--- src/hdl/lodc_ram.sv ---
// Generic single-write, single-read RAM with registered read data.
`default_nettype none
module lodc_ram #(
    parameter int WIDTH = 8,
    parameter int DEPTH = 16
) (
    input  wire logic                     i_clk,
    input  wire logic                     i_we,
    input  wire logic [$clog2(DEPTH)-1:0] i_waddr,
    input  wire logic [WIDTH-1:0]         i_wdata,
    input  wire logic                     i_re,
    input  wire logic [$clog2(DEPTH)-1:0] i_raddr,
    output logic      [WIDTH-1:0]         o_rdata
);
    logic [WIDTH-1:0] r_mem [DEPTH];

    always_ff @(posedge i_clk) begin
        if (i_we) r_mem[i_waddr] <= i_wdata;
        if (i_re) o_rdata <= r_mem[i_raddr];
    end
endmodule
`default_nettype wire

--- config.mk ---
export PLATFORM = sky130hd
export DESIGN_NAME = lodc_ram
export DESIGN_NICKNAME = d
export VERILOG_FILES = /design/src/hdl/lodc_ram.sv
export SDC_FILE = /design/constraint.sdc
export NUM_CORES = 1
export LEC_CHECK = 0
export BUFFER_PORTS_ARGS = -buffer_cell sky130_fd_sc_hd__buf_2
export CORE_ASPECT_RATIO = 0.75
export CORE_MARGIN = 3
export CORE_UTILIZATION = 40
export CTS_CLUSTER_SIZE = 14
export DETAILED_ROUTE_END_ITERATION = 8
export GPL_TIMING_DRIVEN = 0
export MAX_ROUTING_LAYER = met4
export PLACE_DENSITY = 0.61
export SYNTH_ARGS = -nofsm -noshare
export SYNTH_HDL_FRONTEND = slang
export SYNTH_SLANG_ARGS = --single-unit
--- constraint.sdc ---
create_clock -name i_clk -period 1.7 [get_ports i_clk]
set_input_delay 0.255 -clock i_clk [delete_from_list [all_inputs] [get_ports i_clk]]
set_output_delay 0.255 -clock i_clk [all_outputs]
set_load 0.1 [all_outputs]
==> results of run 1 <==
[state kept, by name, indices dropped and copies added, names as in the netlist]
register / count
o_rdata: 8
r_mem: 128
[layout by cell type (no fill, tap or decap)]
| cell type | count |
|---|---|
| nor2b_1 | 1 |
| nand3b_1 | 2 |
| nand3_1 | 1 |
| nor2_1 | 13 |
| or3b_2 | 1 |
| nor3_1 | 3 |
| bufinv_16 | 2 |
| clkdlybuf4s25_2 | 3 |
| buf_4 | 1 |
| clkinv_1 | 5 |
| edfxtp_1 | 136 |
| buf_6 | 3 |
| clkinvlp_4 | 2 |
| and2_1 | 1 |
| nand2_1 | 9 |
| buf_2 | 28 |
| clkinv_2 | 3 |
| mux4_1 | 14 |
| and2b_1 | 1 |
| nand2b_1 | 2 |
| clkbuf_1 | 3 |
| clkbuf_16 | 17 |
| mux4_2 | 18 |
| a22oi_1 | 16 |
| nor3_2 | 1 |
[per-stage QoR]
| stage | power, mW | cell area [sq um] | setup slack (ps) | hold WS (ps) |
|---|---|---|---|---|
| final | 7.66 | 6110 | 115 | 187 |
| after global routing | 7.90 | 6110 | 2.42 | 185 |
| after CTS | 7.71 | 6110 | 80.0 | 183 |
| after detailed placement | 4.35 | 5570 | -349 | 605 |
| after global placement | 4.34 | 5570 | -353 | 587 |
| after floorplan | 4.17 | 5230 | 163 | 354 |
[layer usage]
metal	vias up	global-route usage [%]	routed length [um]
met3	4	5.72	996
met1	1256	21.6	4580
met2	88	21.2	4650
met4	0	3.88	35
li1	1070	-	-
met5	-	-	0
[how the worst max path moves through the flow]
stage,startpoint,depth (start not counted),end,slack (ps)
2_1_floorplan,i_raddr[0],5,o_rdata[1],160
3_3_place_gp,i_waddr[3],3,r_mem[4][7],-350
3_5_place_dp,i_waddr[3],3,r_mem[4][7],-350
4_1_cts,i_waddr[3],3,r_mem[4][7],80
5_1_grt,i_waddr[3],3,r_mem[4][4],2
6_report,i_waddr[3],3,r_mem[4][7],120
[power by group]
part | internal [mW] | switching [mW] | leakage [nW]
combinational | 0.146 | 0.331 | 0.519
clock | 2.12 | 1.26 | 0.261
sequential | 3.78 | 0.0158 | 1.24
[logic make-up after synthesis]
logic type	Yosys count
and+or+nand+nor	35
buffers and inverters	10
muxes	32
AOI/OAI and AO/OA	16
DFF	136
[final cells by class]
cell class / count / area share, %
well taps: 166 / 3.40
multi-input cells: 83 / 17.4
clock buffers: 20 / 7.15
clock inverters: 12 / 1.78
repair buffers: 25 / 2.05
plain buffers: 10 / 1.41
flip-flops and latches: 136 / 66.8
==> impl_metrics.tcl, run 1 <==
set metrics [dict create \
    path_buf_inv 1 \
    grt_pass1_vias 2508 \
    yosys.cell_count.top_type "edfxtp_1" \
    dr.pass1.iters 4 \
    worstHoldEndpoint "o_rdata[0]" \
    hold_viol_final 0 \
    crit_family "simple AND/OR/NAND/NOR gates" \
    synth_top_family_by_area "multiplexers" \
    finalSetupTns_ps 0 \
    finalCoreUtilization_pct 48.8 \
    synth_xor_area_share_pct 0 \
    totalWireLength_mm 10.3 \
    grt_pass1_wl_mm 15.4 \
    cts_root_buffer "clkbuf_16" \
    setup-violations-final 0 \
    port_buffers 25 \
    synth_compound_area_share_pct 2.30 \
    io-pin-count 27 \
    drc 0 \
    status "finished clean" \
    r2r_cells 3 \
    synth_largest_area_cell "edfxtp_1" \
    ys_warn_count 0 \
    path_cells "buf_2, nand3b_1, nor3_1" \
    synth_edf_count 136 \
    holdPathStages 1 \
    nNetsFinal 292 \
    synth_common_cells "edfxtp_1, mux4_2, a22oi_1" \
    fin_cells 452 \
    p_per_area_nw_per_um2 1250 \
    ff2ff_setup_slack_ps 140 \
    synthCells 229 \
    grt_overflow 0 \
    place.gp.congestion 0.748 \
    cp_slowest_cell "nor3_1" \
    r2r-end "o_rdata[2]" \
    cts_tree "built" \
    fillers 1043 \
    yosysSeqAreaShare_pct 78.1 \
    cts_num_sinks 136 \
    rows 35 \
    avgSynthCellArea_sq_um 22.8 \
    grt_start_max_net_pins 17 \
    cap_violations 0 \
    synthSimpleGateAreaFrac_pct 3.14 \
    antenna_left 0 \
    h-tree-depth 4 \
    register_area_sq_um 4080 \
    initial_core_util_pct 41.7 \
    slew_violations 0 \
    max-slew-margin-rel_pct 13.5 \
    vias_per_cell 5.35 \
    cts_resized 0 \
    hold_buffers 0 \
    synth_top_area_share_pct 78.1 \
    leakage_nw 2.02 \
    synthArstFlopShare_pct 0 \
    dpl.hpwl_mm 6.70 \
    end_kind "flop" \
    critPathKind "input port to flop" \
    vias 2418 \
    yosys-mux-area-fraction_pct 14.8 \
    syn_nets 248 \
    synth_fa_ha_area_share_pct 0 \
    fin_crit_sh_pct 93.2 \
    hp-class "input port to flop" \
    cp-start-kind "input port" \
    syn_to_final_growth_pct 16.9 \
    min_from "i_re" \
    post_cts_buffers 0 \
    antennaDiodeCount 0 \
    clk_pin_slew_ps 50 \
    worstPathMaxFanout 8 \
    worst_pin_slew_ps 1290 \
    skew_ps 11.3 \
    die_w_um 138 \
    drt_iter0_markers 205 \
    drive_gt1_share_pct 27.6 \
    r2r_start "r_mem[5][2]" \
    rsz0062_at_grt "false" \
    max_freq_ghz 0.631 \
    synthesis.area_sq_um 5230 \
    fin_crit_ps 1580 \
    yosysUniqueCellTypes 18 \
    netlist_top_cells_area "edfxtp_1, mux4_2, mux4_1" \
    cts_buffer_depth 2 \
    routedWlPerCell_um 22.7 \
    clock_latency_ps 400 \
    worst_ep_required_time_ps 1710 \
    peakVddDrop_uv 905 \
    multi_input_area_sq_um 1060 \
    ys_ff_latch 136 \
    core_area_sq_um 12500 \
    placed_cells 420 \
    slowest_delay_ps 1000 \
    cts_buffers 17 \
    synth-main-ff-cell "edfxtp_1" \
    grt_use_total_pct 15.3 \
    dieArea_sq_um 14500 \
    arrival_ps 1590 \
    grt_antenna_before_repair 0 \
    dieHeight_um 105 \
]
Power figures use the tool's default switching activity.
==> run 2, diff against run 1 <==
--- a/config.mk
+++ b/config.mk
@@ -6,9 +6,10 @@
 export NUM_CORES = 1
 export LEC_CHECK = 0
+export ABC_AREA = 1
 export BUFFER_PORTS_ARGS = -buffer_cell sky130_fd_sc_hd__buf_2
 export CORE_ASPECT_RATIO = 0.75
 export CORE_MARGIN = 3
 export CORE_UTILIZATION = 40
-export CTS_CLUSTER_SIZE = 14
+export CTS_CLUSTER_SIZE = 30
 export DETAILED_ROUTE_END_ITERATION = 8
 export GPL_TIMING_DRIVEN = 0
==> constraint.sdc (replaced) <==
create_clock -name i_clk -period 1.7 [get_ports i_clk]
set_input_delay 0.255 -clock i_clk [delete_from_list [all_inputs] [get_ports i_clk]]
set_output_delay 0.255 -clock i_clk [all_outputs]
set_load 0.02 [all_outputs]
==> run 2 against run 1 <==
  * Register-to-register slack better by 360 ps
  * Core utilization decreased by 0.52 points
  * Total power up 2.7%
  * Final cell count increased by 77%
  * Die area is 11% higher
  * Combinational power grew 8.0%
  * Clock power grew 5%
  * Non-clock buffer count grew 12
  * Sequential cell count unchanged
  * Critical endpoint is now r_mem[11][1]
  * Largest cell class unchanged
  * Largest power group unchanged
==> impl_metrics.tcl, run 2 <==
set metrics [dict create \
    synth_top_area_share_pct 69.8 \
    hold_buffers 0 \
    hold_slack_ps 198 \
    worst_pin_slew_ps 901 \
    ys_ff_latch 136 \
    dpl.hpwl_mm 9.97 \
    p_switching_mw 1.68 \
    nNetsFinal 612 \
    totalWireLength_mm 14.6 \
    p_comb_share_pct 6.5 \
    drt_iter0_markers 420 \
    end_kind "flop" \
    power_frac_seq_pct 48.3 \
    h-tree-depth 4 \
    hp-class "input port to flop" \
    grt.busiest_layer "met1" \
    max-slew-margin-rel_pct 39.7 \
    largest_register "r_mem" \
    antenna_left 0 \
    place_area_sq_um 6210 \
    syn_nets 570 \
    fin_crit_ps 1350 \
    worst_ep_required_time_ps 1730 \
    netlist_top_cells_area "edfxtp_1, nand2_1, nand3_1" \
    path_cells "buf_2, nand3b_1, nor2_1" \
    syn_to_final_growth_pct 15.8 \
    cts_root_buffer "clkbuf_16" \
    dieArea_sq_um 16100 \
    slowest_delay_ps 740 \
    grt_use_total_pct 19.1 \
    grt_pass1_vias 3643 \
    rows 37 \
    grt_overflow 0 \
    cap_violations 0 \
    dr.pass1.iters 5 \
    clk_pin_slew_ps 50 \
    synth-main-ff-cell "edfxtp_1" \
    yosysSeqAreaShare_pct 69.8 \
    drive_gt1_share_pct 12.1 \
    rsz0062_at_grt "false" \
    cts_buffer_depth 2 \
    use_met3_pct 5.03 \
    grt_pass1_wl_mm 22.0 \
    grt_start_max_net_pins 17 \
    power_frac_clock_pct 45.2 \
    synthesis.area_sq_um 5850 \
    p_per_area_nw_per_um2 1160 \
    post_cts_buffers 0 \
    vias_per_cell 4.88 \
    yosys.cell_count.top_type "nand2_1" \
    antennaDiodeCount 0 \
    die_w_um 146 \
    ys_warn_count 0 \
    synthArstFlopShare_pct 0 \
    avgSynthCellArea_sq_um 10.6 \
    worstPathMaxFanout 8 \
    design_area_sq_um 6770 \
    synthCells 551 \
    power.total_mw 7.86 \
    reg_top3 "r_mem (128), o_rdata (8)" \
    status "finished clean" \
    drc 0 \
    cp_slowest_cell "nor2_1" \
    routedWlPerCell_um 18.3 \
    critPathKind "input port to flop" \
    initial_core_util_pct 41.7 \
    synth_largest_area_cell "edfxtp_1" \
    cp-start-kind "input port" \
    internal_power_mw 6.19 \
    synth_edf_count 136 \
    cts_resized 0 \
    swShare_pct 21.4 \
    yosysUniqueCellTypes 11 \
    port_buffers 23 \
    largest_reg_flops 128 \
    max_freq_ghz 0.743 \
    clock_latency_ps 410 \
    cts_num_sinks 136 \
    grtUsageMet2_pct 25.5 \
    leakage_nw 2.90 \
    fin_crit_sh_pct 79.2 \
    peakVddDrop_uv 679 \
    cts_buffers 17 \
    hold_viol_final 0 \
    dieHeight_um 111 \
    arrival_ps 1380 \
    skew_ps 7.20 \
    grt_antenna_before_repair 0 \
    io-pin-count 27 \
    layout_commonest_cell "nand2_1" \
    cts_tree "built" \
    synth_common_cells "nand2_1, edfxtp_1, inv_1" \
    slew_violations 0 \
    use_met1_pct 28.8 \
    core_area_sq_um 14000 \
    place.gp.congestion 0.896 \
    vias 3897 \
    layout_common_cells "nand2_1, edfxtp_1, inv_1" \
    setup-violations-final 0 \
]
## run 2: logic make-up (layout without fill, tap and decap cells)
kind of cell / Yosys count / in the layout / synth area share, %
flops: 136 / 136 / 69.8
simple gates: 289 / 289 / 20.8
buf+inv: 126 / 179 / 9.39
## run 2: path summary, 6_finish.rpt
kind                                    from            to  slack [ps]  cells past startpoint
worst max-delay path              i_waddr[2]  r_mem[11][1]         350                      3
worst min-delay path                    i_re    o_rdata[7]         200                      1
worst max register to register  r_mem[12][0]    o_rdata[0]         500                      6
worst min register to register  r_mem[10][4]    o_rdata[4]         790                      6
## run 2: stage by stage
stage          TNS, ps  std cells  util [%]  worst slack [ps]
3_5_place_dp     -1250        769      44.2             -63.6
6_report             0        799      48.3               354
5_1_grt              0        799      48.3               258
4_1_cts              0        799      48.3               371
3_3_place_gp      -109        769      44.2             -11.3
2_1_floorplan        0        551         -               494
## run 2: final cells by class
| cell class | count | area, sq um |
|---|---|---|
| flip-flops and latches | 136 | 4080 |
| well taps | 195 | 244 |
| plain buffers | 24 | 166 |
| multi-input cells | 289 | 1210 |
| clock buffers | 19 | 433 |
| inverters | 102 | 383 |
| repair buffers | 23 | 115 |
| fillers | 1306 | 7260 |
| clock inverters | 11 | 133 |
## run 2: metal layers
metal	share of wire [%]	wire (um)
met5	0	0
met4	1.2	172
met3	9.1	1340
met2	42	6150
met1	48	6960
## run 2: power by group through the flow
stage	sequential (mW)	combinational, mW	clock [mW]
2_1_floorplan	3.89	0.265	0
3_3_place_gp	3.86	0.501	0
3_5_place_dp	3.87	0.510	0
4_1_cts	3.80	0.514	3.58
5_1_grt	3.80	0.567	3.73
6_report	3.80	0.515	3.55
## run 2: critical path, delay by kind of cell
family	cells	cell delay, ps
buffers and inverters	1	130
AND/OR/NAND/NOR	2	1000
==> run 3, diff against run 2 <==
- PLACE_DENSITY: 0.61 -> 0.59
- clock period: 1.7 -> 1.4 ns (I/O delays scaled with it)
==> run 3 against run 2 <==
  * Via count increased by 1.3%
  * Critical path depth is 5 higher
  * Combinational power rose by 23%
  * Routed wire length up 2.1%
  * Total power grew 26%
  * Core utilization is 0.32 points higher
  * Cell area rose by 0.67%
  * Sequential cell count is the same
  * Die area did not move
  * Hold slack got worse by 40 ps
  * Count of clock-buffer cells in the layout did not move
  * Sequential share of layout area is 0.40 points lower
==> impl_metrics.tcl, run 3 (synthesis gave the netlist of run 2 again) <==
set metrics [dict create \
    status "finished clean" \
    dp_worst_setup_slack_ps -269 \
    path_buf_inv 3 \
    largest_reg_flops 128 \
    routedWlPerCell_um 18.6 \
    post_cts_buffers 0 \
    dpl.hpwl_mm 9.90 \
    grt_use_total_pct 19.6 \
    setup-violations-final 0 \
    slowest_delay_ps 320 \
    max-slew-margin-rel_pct 39.1 \
    r2r_cells 6 \
    cap_violations 0 \
    end_kind "flop" \
    worst_pin_slew_ps 910 \
    fin_crit_ps 1260 \
    cts_tree "built" \
    hold_buffers 0 \
    io-pin-count 27 \
    grt_antenna_before_repair 0 \
    skew_ps 6.05 \
    cpMostUsedCell "nand3_1" \
    hold_viol_final 0 \
    grt.busiest_layer "met1" \
    dieHeight_um 111 \
    use_met1_pct 29.6 \
    core_area_sq_um 14000 \
    syn_to_final_growth_pct 16.6 \
    dr.pass1.iters 5 \
    port_buffers 23 \
    power.total_mw 9.90 \
    cts_root_buffer "clkbuf_16" \
    grtUsageMet2_pct 26.2 \
    grt_start_max_net_pins 17 \
    die_w_um 146 \
    leakage_nw 2.92 \
    worstPathMaxFanout 10 \
    r2r_start "r_mem[3][3]" \
    h-tree-depth 4 \
    arrival_ps 1410 \
    cts_buffer_depth 2 \
    cts_resized 0 \
    largest_register "r_mem" \
    clock_latency_ps 410 \
    drt_iter0_markers 478 \
    ff2ff_setup_slack_ps 150 \
    worstHoldEndpoint "o_rdata[4]" \
    cts_buffers 17 \
    max_freq_ghz 0.795 \
    vias 3947 \
    r2r-end "o_rdata[3]" \
    vias_per_cell 4.93 \
    slew_violations 0 \
    grt_pass1_wl_mm 22.5 \
    worst_ep_required_time_ps 1550 \
    drive_gt1_share_pct 12.4 \
    antenna_left 0 \
    reg_top3 "r_mem (128), o_rdata (8)" \
    initial_core_util_pct 41.7 \
    layout_commonest_cell "nand2_1" \
    hp-class "input port to flop" \
    nNetsFinal 612 \
    drc 0 \
    antennaDiodeCount 0 \
    cp_slowest_cell "buf_2" \
    place_area_sq_um 6210 \
    min_from "i_re" \
    rows 37 \
    totalWireLength_mm 14.9 \
    design_area_sq_um 6820 \
    fin_cells 801 \
    path_cells "buf_2, inv_2, buf_2, nand2_1, nand3_1, nand3_1, nand3_1, nand2_1" \
    cts_num_sinks 136 \
    peakVddDrop_uv 1070 \
    clk_pin_slew_ps 60 \
    grt_pass1_vias 3690 \
    grt_overflow 0 \
    holdPathStages 1 \
    cp-start-kind "input port" \
    critPathKind "input port to flop" \
    place.gp.congestion 0.853 \
    fin_crit_sh_pct 89.8 \
    use_met3_pct 4.58 \
    p_per_area_nw_per_um2 1450 \
    crit_family "buffers and inverters" \
    rsz0062_at_grt "false" \
    dieArea_sq_um 16100 \
    fin_ws_ps 142 \
    placed_cells 769 \
    layout_common_cells "nand2_1, edfxtp_1, inv_1" \
]
run 3: worst max path at each step:
stage / slack [ps] / end / cells past startpoint / start
after floorplan: 240 / r_mem[10][0] / 2 / i_waddr[2]
after CTS: 170 / r_mem[6][6] / 3 / i_waddr[3]
after detailed placement: -270 / r_mem[6][0] / 3 / i_waddr[3]
after global placement: -240 / r_mem[6][0] / 3 / i_waddr[3]
final: 140 / o_rdata[3] / 8 / i_raddr[0]
after global routing: 90 / r_mem[6][3] / 3 / i_waddr[3]
run 3: per-stage QoR:
| step | hold WS [ps] | utilization, % | setup TNS, ps |
|---|---|---|---|
| after floorplan | 309 | - | 0 |
| after detailed placement | 577 | 44.2 | -25010 |
| final | 158 | 48.6 | 0 |
| after global placement | 573 | 44.2 | -22350 |
| after global routing | 153 | 48.6 | 0 |
| after CTS | 149 | 48.6 | 0 |
run 3: layout make-up:
cell class | instances | area (sq um)
Clock buffer | 19 | 433
Tap cell | 195 | 244
Timing Repair Buffer | 23 | 115
Clock inverter | 13 | 178
Sequential cell | 136 | 4080
Multi-Input combinational cell | 289 | 1210
Fill cell | 1252 | 7210
Inverter | 102 | 383
Buffer | 24 | 166
run 3: where the power goes:
| part | switching (mW) | leakage (nW) | total (mW) | internal (mW) |
|---|---|---|---|---|
| Sequential | 0.0214 | 1.24 | 4.61 | 4.59 |
| Combinational | 0.459 | 1.39 | 0.631 | 0.171 |
| Clock | 1.69 | 0.290 | 4.66 | 2.97 |
| Total | 2.17 | 2.92 | 9.90 | 7.73 |
run 3: per-layer routing:
| layer | wire length [um] | vias to the layer above | part of all wire [%] |
|---|---|---|---|
| li1 | - | 1868 | - |
| met1 | 7280 | 1902 | 49 |
| met2 | 6310 | 162 | 42 |
| met3 | 1180 | 15 | 7.9 |
| met4 | 157 | 0 | 1.1 |
| met5 | 0 | - | 0 |
